==> src/hdl/gaussian_row_smoother_defines.svh <==
// assertion macros shared by the gaussian row smoother modules
`ifndef GAUSSIAN_ROW_SMOOTHER_DEFINES_SVH
`define GAUSSIAN_ROW_SMOOTHER_DEFINES_SVH

`ifndef SYNTHESIS

// same-cycle implication, sampled on clk, off during reset
`define GRS_ASSERT_IMPLIES(label, ante, cons) \
	label: assert property (@(posedge clk) disable iff (!arst_n) (ante) |-> (cons)) \
		else $error("gaussian row smoother: assertion failed");

// next-cycle implication, sampled on clk, off during reset
`define GRS_ASSERT_NEXT(label, ante, cons) \
	label: assert property (@(posedge clk) disable iff (!arst_n) (ante) |=> (cons)) \
		else $error("gaussian row smoother: assertion failed");

`else

`define GRS_ASSERT_IMPLIES(label, ante, cons)

`define GRS_ASSERT_NEXT(label, ante, cons)

`endif

`endif

==> src/hdl/grs_pkg.sv <==
// shared constants, register codes and config type of the gaussian row smoother
package grs_pkg;

	// default sizes
	localparam int MAX_RADIUS_DEF   = 3;
	localparam int SAMPLE_WIDTH_DEF = 24;
	localparam int QUEUE_DEPTH_DEF  = 2;

	// register field widths
	localparam int RADIUS_W   = 2;
	localparam int TAP_W      = 16;
	localparam int NUM_TAPS   = 4;
	localparam int CFG_IDX_W  = 3;
	localparam int CFG_DATA_W = 16;

	// register indexes
	localparam logic [CFG_IDX_W-1:0] CFG_RADIUS = 3'd0;
	localparam logic [CFG_IDX_W-1:0] CFG_TAP0   = 3'd1;
	localparam logic [CFG_IDX_W-1:0] CFG_TAP1   = 3'd2;
	localparam logic [CFG_IDX_W-1:0] CFG_TAP2   = 3'd3;
	localparam logic [CFG_IDX_W-1:0] CFG_TAP3   = 3'd4;

	// reset values
	localparam logic [RADIUS_W-1:0] RADIUS_RESET = 2'd1;
	localparam logic [TAP_W-1:0]    TAP0_RESET   = 16'hFFFF;
	localparam logic [TAP_W-1:0]    TAPN_RESET   = 16'h0000;

	// live configuration
	typedef struct packed {
		logic [RADIUS_W-1:0]              radius;
		logic [NUM_TAPS-1:0][TAP_W-1:0]   taps;
	} cfg_t;

endpackage

==> src/hdl/gaussian_row_smoother.sv <==
// top level: config registers, front end, job queue and divider back end
// the serial divider takes no new job until its result has gone to the output register;
//   a row-end item yields up to R+1 results, one divider pass each
// path: multiply-accumulate in the front end, the job queue, then the serial divider
//   and its output register
// reset: arst_n low clears all control state and loads the register reset values
module gaussian_row_smoother #(
	parameter int MAX_RADIUS   = grs_pkg::MAX_RADIUS_DEF,
	parameter int SAMPLE_WIDTH = grs_pkg::SAMPLE_WIDTH_DEF,
	parameter int QUEUE_DEPTH  = grs_pkg::QUEUE_DEPTH_DEF,
	localparam int TDATA_W     = ((SAMPLE_WIDTH + 7) / 8) * 8
) (
	input  logic                            clk,
	input  logic                            arst_n,
	input  logic                            cfg_we,
	input  logic [grs_pkg::CFG_IDX_W-1:0]  cfg_index,
	input  logic [grs_pkg::CFG_DATA_W-1:0] cfg_data,
	input  logic                            s_axis_tvalid,
	output logic                            s_axis_tready,
	input  logic [TDATA_W-1:0]              s_axis_tdata,   // sample
	input  logic                            s_axis_tlast,   // row_end
	output logic                            m_axis_tvalid,
	input  logic                            m_axis_tready,
	output logic [TDATA_W-1:0]              m_axis_tdata,   // smoothed
	output logic                            m_axis_tlast    // last_of_row
);

	localparam int WIN_DEPTH = 2 * MAX_RADIUS + 1;
	localparam int ACC_W     = SAMPLE_WIDTH + 16 + $clog2(WIN_DEPTH);
	localparam int DEN_W     = 16 + $clog2(WIN_DEPTH);
	localparam int JOB_W     = ACC_W + DEN_W + 1;

	grs_pkg::cfg_t cfg_q;

	logic                    job_valid;
	logic                    job_ready;
	logic [ACC_W-1:0]        job_num;
	logic [DEN_W-1:0]        job_den;
	logic                    job_last;
	logic                    div_valid;
	logic                    div_ready;
	logic [JOB_W-1:0]        div_job;
	logic [SAMPLE_WIDTH-1:0] smoothed;

	// configuration registers
	always_ff @(posedge clk or negedge arst_n) begin
		if (!arst_n) begin
			cfg_q.radius  <= grs_pkg::RADIUS_RESET;
			cfg_q.taps[0] <= grs_pkg::TAP0_RESET;
			cfg_q.taps[1] <= grs_pkg::TAPN_RESET;
			cfg_q.taps[2] <= grs_pkg::TAPN_RESET;
			cfg_q.taps[3] <= grs_pkg::TAPN_RESET;
		end else if (cfg_we) begin
			case (cfg_index)
				grs_pkg::CFG_RADIUS: cfg_q.radius  <= cfg_data[grs_pkg::RADIUS_W-1:0];
				grs_pkg::CFG_TAP0:   cfg_q.taps[0] <= cfg_data;
				grs_pkg::CFG_TAP1:   cfg_q.taps[1] <= cfg_data;
				grs_pkg::CFG_TAP2:   cfg_q.taps[2] <= cfg_data;
				grs_pkg::CFG_TAP3:   cfg_q.taps[3] <= cfg_data;
				default: begin
				end
			endcase
		end
	end

	// window and multiply-accumulate
	grs_front #(
		.MAX_RADIUS   (MAX_RADIUS),
		.SAMPLE_WIDTH (SAMPLE_WIDTH),
		.ACC_W        (ACC_W),
		.DEN_W        (DEN_W)
	) u_front (
		.clk       (clk),
		.arst_n    (arst_n),
		.cfg       (cfg_q),
		.in_valid  (s_axis_tvalid),
		.in_ready  (s_axis_tready),
		.in_sample (s_axis_tdata[SAMPLE_WIDTH-1:0]),
		.in_end    (s_axis_tlast),
		.job_valid (job_valid),
		.job_ready (job_ready),
		.job_num   (job_num),
		.job_den   (job_den),
		.job_last  (job_last)
	);

	// decoupling queue
	grs_queue #(
		.WIDTH (JOB_W),
		.DEPTH (QUEUE_DEPTH)
	) u_queue (
		.clk      (clk),
		.arst_n   (arst_n),
		.wr_valid (job_valid),
		.wr_ready (job_ready),
		.wr_data  ({job_last, job_den, job_num}),
		.rd_valid (div_valid),
		.rd_ready (div_ready),
		.rd_data  (div_job)
	);

	// normalizing divider
	grs_divider #(
		.SAMPLE_WIDTH (SAMPLE_WIDTH),
		.ACC_W        (ACC_W),
		.DEN_W        (DEN_W)
	) u_divider (
		.clk       (clk),
		.arst_n    (arst_n),
		.in_valid  (div_valid),
		.in_ready  (div_ready),
		.in_num    (div_job[ACC_W-1:0]),
		.in_den    (div_job[ACC_W+DEN_W-1:ACC_W]),
		.in_last   (div_job[JOB_W-1]),
		.out_valid (m_axis_tvalid),
		.out_ready (m_axis_tready),
		.out_data  (smoothed),
		.out_last  (m_axis_tlast)
	);

	assign m_axis_tdata = TDATA_W'(smoothed);

endmodule

==> src/hdl/grs_front.sv <==
// front end: sample window, center selection and serial multiply-accumulate per result
`include "gaussian_row_smoother_defines.svh"

module grs_front #(
	parameter int MAX_RADIUS   = grs_pkg::MAX_RADIUS_DEF,
	parameter int SAMPLE_WIDTH = grs_pkg::SAMPLE_WIDTH_DEF,
	parameter int ACC_W        = SAMPLE_WIDTH + 16 + $clog2(2 * MAX_RADIUS + 1),
	parameter int DEN_W        = 16 + $clog2(2 * MAX_RADIUS + 1)
) (
	input  logic                    clk,
	input  logic                    arst_n,
	input  grs_pkg::cfg_t           cfg,
	input  logic                    in_valid,
	output logic                    in_ready,
	input  logic [SAMPLE_WIDTH-1:0] in_sample,
	input  logic                    in_end,
	output logic                    job_valid,
	input  logic                    job_ready,
	output logic [ACC_W-1:0]        job_num,
	output logic [DEN_W-1:0]        job_den,
	output logic                    job_last
);

	localparam int WIN_DEPTH = 2 * MAX_RADIUS + 1;
	localparam int IDX_W     = $clog2(WIN_DEPTH);
	localparam int R_W       = $clog2(MAX_RADIUS + 1);
	localparam int PROD_W    = SAMPLE_WIDTH + 17;

	localparam logic [1:0] ST_IDLE  = 2'd0;
	localparam logic [1:0] ST_MAC   = 2'd1;
	localparam logic [1:0] ST_DRAIN = 2'd2;
	localparam logic [1:0] ST_PUSH  = 2'd3;

	logic [1:0]                     state_q;
	logic signed [SAMPLE_WIDTH-1:0] win_q [WIN_DEPTH];
	logic [WIN_DEPTH-1:0]           vld_q;
	logic [R_W-1:0]                 r_q;
	logic [R_W-1:0]                 c_q;
	logic [IDX_W-1:0]               k_q;
	logic                           end_q;
	logic signed [ACC_W-1:0]        acc_q;
	logic [DEN_W-1:0]               den_q;
	logic signed [PROD_W-1:0]       prod_s1;
	logic                           mul_vld_s1;

	logic [R_W-1:0]       eff_r;
	logic [WIN_DEPTH-1:0] vld_next;
	logic [R_W-1:0]       top_c;
	logic                 has_job;
	logic                 accept;
	logic                 push_done;
	logic                 next_job;
	logic                 start_acc;
	logic [IDX_W-1:0]     two_r;
	logic [IDX_W:0]       idx_ext;
	logic [IDX_W:0]       idx_diff;
	logic [IDX_W-1:0]     idx;
	logic                 in_row;
	logic [IDX_W-1:0]     tap_dist;
	logic [1:0]           tap_sel;
	logic [15:0]          tap_w;
	logic                 use_tap;
	logic signed [PROD_W-1:0] prod_w;

	// effective radius, limited to the window size
	always_comb begin
		if (32'(cfg.radius) > MAX_RADIUS) begin
			eff_r = R_W'(MAX_RADIUS);
		end else begin
			eff_r = R_W'(cfg.radius);
		end
	end

	// valid bits after the incoming item and the oldest center still in the row
	always_comb begin
		vld_next = {vld_q[WIN_DEPTH-2:0], 1'b1};
		top_c    = '0;
		for (int t = 0; t <= MAX_RADIUS; t++) begin
			if (R_W'(t) <= eff_r && vld_next[t]) begin
				top_c = R_W'(t);
			end
		end
		has_job = in_end || vld_next[IDX_W'(eff_r)];
	end

	// handshake events
	assign in_ready  = (state_q == ST_IDLE);
	assign accept    = in_valid && in_ready;
	assign job_valid = (state_q == ST_PUSH);
	assign push_done = job_valid && job_ready;
	assign next_job  = push_done && end_q && (c_q != '0);
	assign start_acc = (accept && has_job) || next_job;

	// tap position walk across the window around the center
	always_comb begin
		two_r    = IDX_W'({r_q, 1'b0});
		idx_ext  = (IDX_W + 1)'(c_q) + (IDX_W + 1)'(k_q);
		in_row   = idx_ext >= (IDX_W + 1)'(r_q);
		idx_diff = idx_ext - (IDX_W + 1)'(r_q);
		idx      = idx_diff[IDX_W-1:0];
		if (k_q >= IDX_W'(r_q)) begin
			tap_dist = k_q - IDX_W'(r_q);
		end else begin
			tap_dist = IDX_W'(r_q) - k_q;
		end
		tap_sel = tap_dist[1:0];
		tap_w   = cfg.taps[tap_sel];
		use_tap = in_row && vld_q[idx];
	end

	// one weight times one sample per cycle
	assign prod_w = win_q[idx] * $signed({1'b0, tap_w});

	// control state
	always_ff @(posedge clk or negedge arst_n) begin
		if (!arst_n) begin
			state_q    <= ST_IDLE;
			vld_q      <= '0;
			r_q        <= '0;
			c_q        <= '0;
			k_q        <= '0;
			end_q      <= 1'b0;
			mul_vld_s1 <= 1'b0;
		end else begin
			mul_vld_s1 <= (state_q == ST_MAC) && use_tap;
			case (state_q)
				ST_IDLE: begin
					if (accept) begin
						vld_q <= vld_next;
						r_q   <= eff_r;
						end_q <= in_end;
						c_q   <= in_end ? top_c : eff_r;
						k_q   <= '0;
						if (has_job) begin
							state_q <= ST_MAC;
						end
					end
				end
				ST_MAC: begin
					k_q <= k_q + 1'b1;
					if (k_q == two_r) begin
						state_q <= ST_DRAIN;
					end
				end
				ST_DRAIN: begin
					state_q <= ST_PUSH;
				end
				ST_PUSH: begin
					if (push_done) begin
						if (next_job) begin
							c_q     <= c_q - 1'b1;
							k_q     <= '0;
							state_q <= ST_MAC;
						end else begin
							if (end_q) begin
								vld_q <= '0;
							end
							state_q <= ST_IDLE;
						end
					end
				end
				default: begin
					state_q <= ST_IDLE;
				end
			endcase
		end
	end

	// window shift, product and sums
	always_ff @(posedge clk) begin
		if (accept) begin
			for (int k = WIN_DEPTH - 1; k > 0; k--) begin
				win_q[k] <= win_q[k-1];
			end
			win_q[0] <= in_sample;
		end
		prod_s1 <= prod_w;
		if (start_acc) begin
			acc_q <= '0;
			den_q <= '0;
		end else begin
			if (mul_vld_s1) begin
				acc_q <= acc_q + {{(ACC_W - PROD_W){prod_s1[PROD_W-1]}}, prod_s1};
			end
			if (state_q == ST_MAC && use_tap) begin
				den_q <= den_q + DEN_W'(tap_w);
			end
		end
	end

	// job to the queue
	assign job_num  = acc_q;
	assign job_den  = den_q;
	assign job_last = end_q && (c_q == '0);

	`GRS_ASSERT_IMPLIES(a_k_in_window, state_q == ST_MAC, k_q <= two_r)
	`GRS_ASSERT_NEXT(a_row_cleared, push_done && end_q && c_q == '0, vld_q == '0)

endmodule

==> src/hdl/grs_queue.sv <==
// short job queue between front end and divider
`include "gaussian_row_smoother_defines.svh"

module grs_queue #(
	parameter int WIDTH = 8,
	parameter int DEPTH = grs_pkg::QUEUE_DEPTH_DEF
) (
	input  logic             clk,
	input  logic             arst_n,
	input  logic             wr_valid,
	output logic             wr_ready,
	input  logic [WIDTH-1:0] wr_data,
	output logic             rd_valid,
	input  logic             rd_ready,
	output logic [WIDTH-1:0] rd_data
);

	localparam int PTR_W = (DEPTH > 1) ? $clog2(DEPTH) : 1;
	localparam int CNT_W = $clog2(DEPTH + 1);

	logic [WIDTH-1:0] mem_q [DEPTH];
	logic [PTR_W-1:0] wr_ptr_q;
	logic [PTR_W-1:0] rd_ptr_q;
	logic [CNT_W-1:0] count_q;
	logic             do_wr;
	logic             do_rd;

	assign wr_ready = (count_q != CNT_W'(DEPTH));
	assign rd_valid = (count_q != '0);
	assign do_wr    = wr_valid && wr_ready;
	assign do_rd    = rd_valid && rd_ready;
	assign rd_data  = mem_q[rd_ptr_q];

	// pointers and fill level
	always_ff @(posedge clk or negedge arst_n) begin
		if (!arst_n) begin
			wr_ptr_q <= '0;
			rd_ptr_q <= '0;
			count_q  <= '0;
		end else begin
			if (do_wr) begin
				wr_ptr_q <= (wr_ptr_q == PTR_W'(DEPTH - 1)) ? '0 : wr_ptr_q + 1'b1;
			end
			if (do_rd) begin
				rd_ptr_q <= (rd_ptr_q == PTR_W'(DEPTH - 1)) ? '0 : rd_ptr_q + 1'b1;
			end
			if (do_wr && !do_rd) begin
				count_q <= count_q + 1'b1;
			end else if (do_rd && !do_wr) begin
				count_q <= count_q - 1'b1;
			end
		end
	end

	// entry storage
	always_ff @(posedge clk) begin
		if (do_wr) begin
			mem_q[wr_ptr_q] <= wr_data;
		end
	end

	`GRS_ASSERT_IMPLIES(a_count_bound, 1'b1, count_q <= CNT_W'(DEPTH))

endmodule

==> src/hdl/grs_divider.sv <==
// back end: serial restoring divider, rounding, clamping and output register
`include "gaussian_row_smoother_defines.svh"

module grs_divider #(
	parameter int SAMPLE_WIDTH = grs_pkg::SAMPLE_WIDTH_DEF,
	parameter int ACC_W        = SAMPLE_WIDTH + 19,
	parameter int DEN_W        = 19
) (
	input  logic                    clk,
	input  logic                    arst_n,
	input  logic                    in_valid,
	output logic                    in_ready,
	input  logic [ACC_W-1:0]        in_num,
	input  logic [DEN_W-1:0]        in_den,
	input  logic                    in_last,
	output logic                    out_valid,
	input  logic                    out_ready,
	output logic [SAMPLE_WIDTH-1:0] out_data,
	output logic                    out_last
);

	localparam int SW    = SAMPLE_WIDTH;
	localparam int CNT_W = $clog2(SW + 1);

	localparam logic [1:0] ST_IDLE  = 2'd0;
	localparam logic [1:0] ST_DIV   = 2'd1;
	localparam logic [1:0] ST_ROUND = 2'd2;
	localparam logic [1:0] ST_DONE  = 2'd3;

	localparam logic [SW:0] POS_LIM = {2'b00, {(SW - 1){1'b1}}};
	localparam logic [SW:0] NEG_LIM = {2'b01, {(SW - 1){1'b0}}};

	logic [1:0]       state_q;
	logic [CNT_W-1:0] cnt_q;
	logic [DEN_W-1:0] rem_q;
	logic [DEN_W-1:0] den_q;
	logic [SW-1:0]    quo_q;
	logic             neg_q;
	logic             last_q;
	logic [SW-1:0]    res_q;
	logic             out_valid_q;
	logic [SW-1:0]    out_data_q;
	logic             out_last_q;

	logic             accept;
	logic             load_out;
	logic [ACC_W-1:0] mag;
	logic [DEN_W:0]   rem_sh;
	logic             ge;
	logic             round_up;
	logic [SW:0]      qr;
	logic [SW:0]      qsat;
	logic [SW-1:0]    res_w;

	assign in_ready = (state_q == ST_IDLE);
	assign accept   = in_valid && in_ready;
	assign load_out = (state_q == ST_DONE) && (!out_valid_q || out_ready);

	// magnitude of the weighted sum
	assign mag = in_num[ACC_W-1] ? (~in_num + 1'b1) : in_num;

	// one quotient bit per step
	always_comb begin
		rem_sh = {rem_q, quo_q[SW-1]};
		ge     = rem_sh >= {1'b0, den_q};
	end

	// round half away from zero, clamp, apply sign
	always_comb begin
		round_up = {rem_q, 1'b0} >= {1'b0, den_q};
		qr       = {1'b0, quo_q} + (SW + 1)'(round_up);
		if (neg_q) begin
			qsat  = (qr > NEG_LIM) ? NEG_LIM : qr;
			res_w = ~qsat[SW-1:0] + 1'b1;
		end else begin
			qsat  = (qr > POS_LIM) ? POS_LIM : qr;
			res_w = qsat[SW-1:0];
		end
	end

	// sequencer and output valid
	always_ff @(posedge clk or negedge arst_n) begin
		if (!arst_n) begin
			state_q     <= ST_IDLE;
			cnt_q       <= '0;
			out_valid_q <= 1'b0;
		end else begin
			case (state_q)
				ST_IDLE: begin
					if (accept) begin
						cnt_q   <= CNT_W'(SW);
						state_q <= (in_den == '0) ? ST_DONE : ST_DIV;
					end
				end
				ST_DIV: begin
					cnt_q <= cnt_q - 1'b1;
					if (cnt_q == CNT_W'(1)) begin
						state_q <= ST_ROUND;
					end
				end
				ST_ROUND: begin
					state_q <= ST_DONE;
				end
				ST_DONE: begin
					if (load_out) begin
						state_q <= ST_IDLE;
					end
				end
				default: begin
					state_q <= ST_IDLE;
				end
			endcase
			if (load_out) begin
				out_valid_q <= 1'b1;
			end else if (out_ready) begin
				out_valid_q <= 1'b0;
			end
		end
	end

	// datapath registers
	always_ff @(posedge clk) begin
		if (accept) begin
			rem_q  <= mag[ACC_W-1:SW];
			quo_q  <= mag[SW-1:0];
			den_q  <= in_den;
			neg_q  <= in_num[ACC_W-1];
			last_q <= in_last;
			res_q  <= '0;
		end else if (state_q == ST_DIV) begin
			rem_q <= ge ? DEN_W'(rem_sh - {1'b0, den_q}) : rem_sh[DEN_W-1:0];
			quo_q <= {quo_q[SW-2:0], ge};
		end else if (state_q == ST_ROUND) begin
			res_q <= res_w;
		end
		if (load_out) begin
			out_data_q <= res_q;
			out_last_q <= last_q;
		end
	end

	assign out_valid = out_valid_q;
	assign out_data  = out_data_q;
	assign out_last  = out_last_q;

	`GRS_ASSERT_IMPLIES(a_rem_below_den, state_q == ST_DIV || state_q == ST_ROUND, rem_q < den_q)

endmodule
==> config.mk <==
export PLATFORM = sky130hd
export DESIGN_NAME = gaussian_row_smoother
export DESIGN_NICKNAME = d
export VERILOG_FILES = /design/src/hdl/grs_pkg.sv /design/src/hdl/gaussian_row_smoother.sv /design/src/hdl/grs_front.sv /design/src/hdl/grs_queue.sv /design/src/hdl/grs_divider.sv
export VERILOG_INCLUDE_DIRS = /design/src /design/src/hdl
export SDC_FILE = /design/constraint.sdc
export NUM_CORES = 2
export LEC_CHECK = 0
export ABC_AREA = 0
export BUFFER_PORTS_ARGS = -buffer_cell sky130_fd_sc_hd__buf_2
export CAP_MARGIN = 20
export CORE_MARGIN = 4
export CORE_UTILIZATION = 45
export DETAILED_ROUTE_END_ITERATION = 16
export GPL_ROUTABILITY_DRIVEN = 1
export PLACE_DENSITY = 0.59
export SLEW_MARGIN = 10
export SYNTH_ARGS = -nofsm -noshare
export SYNTH_HDL_FRONTEND = slang
export SYNTH_SLANG_ARGS = --single-unit
==> constraint.sdc <==
create_clock -name clk -period 12.8 [get_ports clk]
set_input_delay 0.64 -clock clk [delete_from_list [all_inputs] [get_ports clk]]
set_output_delay 0.64 -clock clk [all_outputs]
set_load 0.1 [all_outputs]
Word-level counts from Yosys, hierarchy flattened
Memories as Yosys holds them, arrays and structs flattened. Cells that the tools add are included.

Bits in read-only memories: 0. Input bits: 49. Output and inout bits: 27. Register bits: 312. Memories kept: 2. Latch bits: 0. Memory bits (writable): 294. Word-level logic and storage cells: 190.

Memory list: u_front.win_q (words 7, width 24, rd ports 7, clocked after Yosys merged registers in 0, wr ports 7, line grs_front.sv:35) `logic signed [SAMPLE_WIDTH-1:0] win_q [WIN_DEPTH];`; u_queue.mem_q (words 2, width 63, rd ports 1, clocked after Yosys merged registers in 0, wr ports 1, line grs_queue.sv:21) `logic [WIDTH-1:0] mem_q [DEPTH];`.

Equal/unequal tests: 23. $lt $le $gt $ge: 12. Reduce and logical (&&, ||, !) cells: 47. Add/subtract/negate cells: 17. Bitwise gates (word level): 3. $mul: 1. Shift operators: 0. Mux-type cells: 56. Divide/modulo/power cells: 0.

Operators by type and width (count): 2-to-1 mux 24 bit (5); 2-to-1 mux 19 bit (3); adder 43 x 1 -> 43 bit, second input constant (1); adder 43 bit (1); 2-to-1 mux 43 bit (1); NOT 43 bit (1); multiplier 24 x 17 -> 41 bit (1); greater-or-equal comparator 20 x 19 -> 1 bit (2); 2-to-1 mux 2 bit (17); binary-select mux 16 bit (select 2 bit) (1); 2-to-1 mux 7 bit (4); adder 24 x 1 -> 25 bit (1); > comparator 25 x 23 -> 1 bit, second input constant (1); > comparator 25 x 24 -> 1 bit, second input constant (1); adder 24 x 1 -> 24 bit, second input constant (1); NOT 24 bit (1); adder 19 x 16 -> 19 bit (1); logical NOT 19 bit (1); subtractor 19 bit (1); 2-to-1 mux 16 bit (1); != test 2 bit, second input constant (8); one-hot mux 2 bit (4 select lines) (2); AND reduction 2 bit (8); logical AND 1 bit (15); 42 further kinds (80).

Longest topological paths before layout
Word-level depth: 8. Gate-level depth with buffers: 35. Depth with buffers taken out: 33.

By module
Synthesis repeated with hierarchy kept, for this count alone.

Cells, all modules: 4081. Area total of the unflattened synthesis: 44059.8 um^2.

By module, submodules not included: grs_front (seq. area each 7557.2 um^2, area an instance 27993.1 um^2, cells each 2807, times used 1); grs_divider (seq. area each 3353.2 um^2, area an instance 8336.7 um^2, cells each 916, times used 1); grs_queue (seq. area each 3883.7 um^2, area an instance 5039.8 um^2, cells each 214, times used 1); gaussian_row_smoother (seq. area each 1672.9 um^2, area an instance 2690.1 um^2, cells each 144, times used 1).

Worst setup path after synthesis
No wires, ideal clock.

Path type: register -> register. Start: reg u_front.k_q[0]. End: reg u_front.prod_s1[40]. Period minus slack after synthesis: 9.435 ns. Required time: 12.728 ns. Setup time: 0.072 ns. Cell stages (with the launch flop): 33. Arrival: 9.363 ns. Buffers on the path: 5. Setup slack: 3.365 ns. Cells stage by stage: dfrtp_1 > ha_1 > fa_1 > inv_1 > fa_1 > buf_1 > clkbuf_1 > clkbuf_1 > nor2_1 > a211oi_1 > a21o_1 > clkbuf_1 > nand2_1 > fa_1 > inv_1 > fa_1 > fa_1 > fa_1 > fa_1 > inv_1 > fa_1 > inv_1 > ha_1 > clkbuf_1 > a21o_1 > a21oi_1 > o21a_1 > o21ai_0 > or3_1 > a211o_1 > a31o_2 > a21oi_1 > xnor2_1.

Longest elaborated chain between the ends: 5. Elaborated cells between the ends (all ways): 10. Classes of those cells: add/sub (4); mul (1); order compare (1); mux (3); memory (1).

Ends and longest elaborated chain: from (decl) (line grs_front.sv:39) `logic [IDX_W-1:0] k_q;`; from (signal assigned) (line grs_front.sv:140) `k_q <= k_q + 1'b1;`; branches (longest 4 deep; another with memory (7 x 24 bit)); multiplier 24 x 17 -> 41 bit (*) (line grs_front.sv:112) `assign prod_w = win_q[idx] * $signed({1'b0, tap_w});`; via u_front.prod_w[40] (line grs_front.sv:63) `logic signed [PROD_W-1:0] prod_w;`; to (signal assigned) (line grs_front.sv:177) `prod_s1 <= prod_w;`; to (decl) (line grs_front.sv:43) `logic signed [PROD_W-1:0] prod_s1;`.

Mark *: on every way through the listed nets, which the timed path passes. The select of a mux whose other input is x is not followed. A chain may end at the register's enable or synchronous reset.

Worst setup path after layout
Same ends and word-level chain as after synthesis.

==> Implementation_results.wiki <==
{| class="wikitable"
! Metric !! Value
|-
| Run status || completed
|-
| Synthesized instance count || 4078
|-
| Number of endpoints with negative hold slack in the final report || 0
|-
| Antenna Violating Nets Remaining || 0
|-
| Die X-Extent || 318.4 um
|-
| Pin count of the biggest net entering global routing || 88
|-
| Summed negative setup slack over all endpoints || 0 ps
|-
| Clock Latency Late Sink || 610 ps
|-
| Final worst-path setup slack || 2872 ps
|-
| Post-DR vias/cell || 5.316
|-
| N_diodes || 0
|-
| Via count of the first global-routing pass || 29.47k
|-
| End of the worst register-to-register path || u_front.prod_s1[40]
|-
| Max Clock Skew || 22.38 ps
|-
| Die ar. || 101400 um2
|-
| CP arrival || 10440 ps
|-
| Setup-violating endpoint count in the final report || 0
|-
| Clock tree from TritonCTS || yes
|-
| Pins over their slew limit || 0
|-
| Number of synthesized register bits || 606
|-
| Cts bufs inserted || 68
|-
| Maximum clock frequency || 0.1007 GHz
|-
| Met3 capacity usage during global routing || 2.911%
|-
| Number of warnings reported in the yosys synthesis log || 0
|-
| Critical-path maximum fanout || 52
|-
| Initial antenna violation count || 0
|-
| Fraction of the cycle the final worst path needs || 77.56%
|-
| Post-detailed-placement half-perimeter wirelength || 73850 um
|-
| First-pass GRT wire length || 162700 um
|-
| Number of cells in the finished layout apart from fillers || 5416
|-
| Total global-route track usage || 20.00%
|-
| Global Route met2 Usage || 32.96%
|-
| Post-synthesis cell type count || 95
|-
| FF-to-FF setup slack || 2870 ps
|-
| Start point of the critical path || u_front.k_q[0]
|-
| Slew @ Worst Pin || 1011 ps
|-
| Number of cells upsized or downsized after cts || 0
|-
| Area inside the core boundary || 95290 um2
|-
| R2R Path Start || u_front.k_q[0]
|-
| P&R area growth vs syn || 9.069%
|-
| WHS Path Cells || 1
|-
| Clock transition at the register clock pins on the worst setup and hold paths after CTS || 60 ps
|-
| Kind of start point of the critical path || flip-flop
|-
| Total standard cell area after synthesis || 43350 um2
|-
| Met1 track demand over resource in global routing || 27.00%
|-
| Required time at the worst-slack endpoint || 13310 ps
|-
| GRT Residual Overflow || 0
|-
| Y dimension of the die || 318.4 um
|-
| Clock period minus final worst setup slack || 9928 ps
|-
| Worst hold slack || 202.8 ps
|-
| Total DRC errors in the routed layout || 0
|-
| Detailed-route via count || 28.79k
|-
| Io pins || 76
|-
| Share of layout cells above drive strength 1 || 10.36%
|-
| Slew headroom || 32.34%
|-
| Top Usage Layer GRT || met2
|-
| Placed cells || 5290
|-
| Fill count || 8768
|-
| Number of I/O port buffers || 75
|-
| Number of nets in the layout || 4733
|-
| Count of flip-flops with a built-in enable after synthesis || 383
|-
| Post-placement setup slack || 2786 ps
|-
| Number of H-tree branching levels || 3
|-
| Violation count after the first detailed-routing iteration || 1885
|-
| Min-delay worst type || in2reg
|-
| Placer's final routability congestion estimate || 0.8453
|-
| Drt wl/cell || 18.48 um
|-
| Clock sink total || 606
|-
| Crit Path Class || reg2reg
|-
| Routed wire length || 100100 um
|-
| Max-cap check violation count || 0
|-
| Top FF cell, synth || edfxtp_1
|-
| Critical path capture point || u_front.prod_s1[40]
|-
| DRT Pass-1 Iters || 6
|-
| Syn Area/Cell || 10.63 um2
|-
| Number of nets produced by synthesis || 4712
|-
| Root Buffer Master || clkbuf_16
|-
| Row count || 113
|-
| Setup repair after global routing missed its margin || false
|-
| Post-synthesis async set-or-reset flop share || 15.84%
|-
| Depth of the most critical reg-to-reg path || 27
|-
| Sequential element share of the synthesized area || 37.99%
|-
| Sort of element at the end of the critical path || flip-flop
|-
| Starting density of the core || 45.49%
|-
| Clock Tree Buf Depth || 3
|}
## worst min path at each step
stage / from / to
global route: s_axis_tdata[17] / u_front.win_q[0][17]
floorplan: arst_n / cfg_q[16]
global placement: u_divider.res_q[5] / u_divider.out_data[5]
detailed placement: u_divider.res_q[5] / u_divider.out_data[5]
CTS: s_axis_tdata[15] / u_front.win_q[0][15]
finish: s_axis_tdata[15] / u_front.win_q[0][15]
## worst max-delay path: stages (launching register included)
cell	delay, ps
dfrtp_1	410
ha_1	240
fa_1	500
inv_1	60
fa_4	960
buf_4	570
nor2_1	100
a211oi_1	290
a21o_1	430
nand2_1	230
fa_1	700
inv_1	130
fa_1	860
fa_1	510
fa_1	470
fa_1	520
fa_1	490
ha_1	400
a21o_1	200
a21o_1	160
a21oi_1	130
o21a_1	120
o21ai_0	140
or3_1	340
a211o_1	250
a31o_2	230
a21oi_1	170
xnor2_1	150
## cell usage after synthesis (47+ instances only)
cell type  number  area share, %
inv_1         536            4.6
xor2_1         74            1.5
clkbuf_1      135            1.2
a21oi_1       179            2.1
edfxtp_1      383             27
o21ai_0       171            2.0
ha_1          203            5.9
a21o_1         60            1.0
dfxtp_1       127            5.9
nor2b_1        99            1.4
mux2_2        100            2.6
mux2i_1       114            2.6
nor2_1        252            2.2
fa_1          382             18
dfrtp_1        79            4.6
nor3_1         58           0.67
nand2_1       415            3.6
a211oi_1       47           0.81
xnor2_1       103            2.1
nand3_1        62           0.72
## stage by stage
step	area, um2	utilization [%]
3_5_place_dp	45090	47.32
6_report	47280	49.61
2_1_floorplan	43350	-
3_3_place_gp	45090	47.32
4_1_cts	47220	49.55
5_1_grt	47280	49.61
## flip-flops by register name, summed over array words and instances, names as in the netlist, 7 cells and up
name and flops:
u_front.win_q 168, u_queue.mem_q 126, cfg_q 66, u_front.job_num 43, u_front.prod_s1 41, u_divider.out_data 24
u_divider.quo_q 24, u_divider.res_q 24, u_divider.den_q 19, u_divider.rem_q 19, u_front.job_den 19, u_front.vld_q 7
## per-layer routing
layer,vias up,share of wire (%)
li1,13840,-
met1,14180,45
met2,624,47
met3,149,4.4
met4,0,3.8
met5,-,0
## timing repair
item,CTS,global route
buffers inserted,0,0
hold buffers,1,0
hold endpoints to repair,15,0
## cells by family after synthesis
family	count (synthesis)	synth area share, %
buffers and inverters	707	6.258
XOR/XNOR	177	3.576
flip-flops	606	37.99
multiplexers	250	7.101
AND/OR/NAND/NOR	1089	11.93
AO/OA/AOI/OAI	664	9.641
adder cells (fa/ha/maj)	585	23.50
## cell type report
cell class	instances	area, um2	area share [%]
Timing Repair Buffer	122	773.2	1.636
Multi-Input combinational cell	2765	24320	51.45
Inverter	536	2017	4.266
Sequential cell	606	16470	34.84
Tap cell	1265	1583	3.348
Clock buffer	96	1857	3.927
Clock inverter	26	254.0	0.5372
## cells in the final DEF, fill, tap and decap left out, drive strengths merged, types with 16 or more instances in the layout
master	Yosys	layout
edfxtp	383	383
and3	27	27
ha	203	203
clkinv	0	17
fa	382	382
nor3	59	59
a31oi	21	21
dfstp	17	17
inv	536	540
a21oi	179	179
a21o	60	60
o21ai	185	185
a211oi	48	48
buf	36	121
xnor2	103	103
nand2	415	415
mux2i	114	114
nand3	63	63
dfxtp	127	127
and2	41	41
mux4	36	36
xor2	74	74
or3	16	16
clkbuf	135	96
dfrtp	79	79
o21a	36	36
nor2b	99	99
mux2	100	100
nand2b	35	35
nor2	255	255
Power is not shown: default switching activity piles up to over one toggle a cycle in this logic, so the estimate is an artifact.
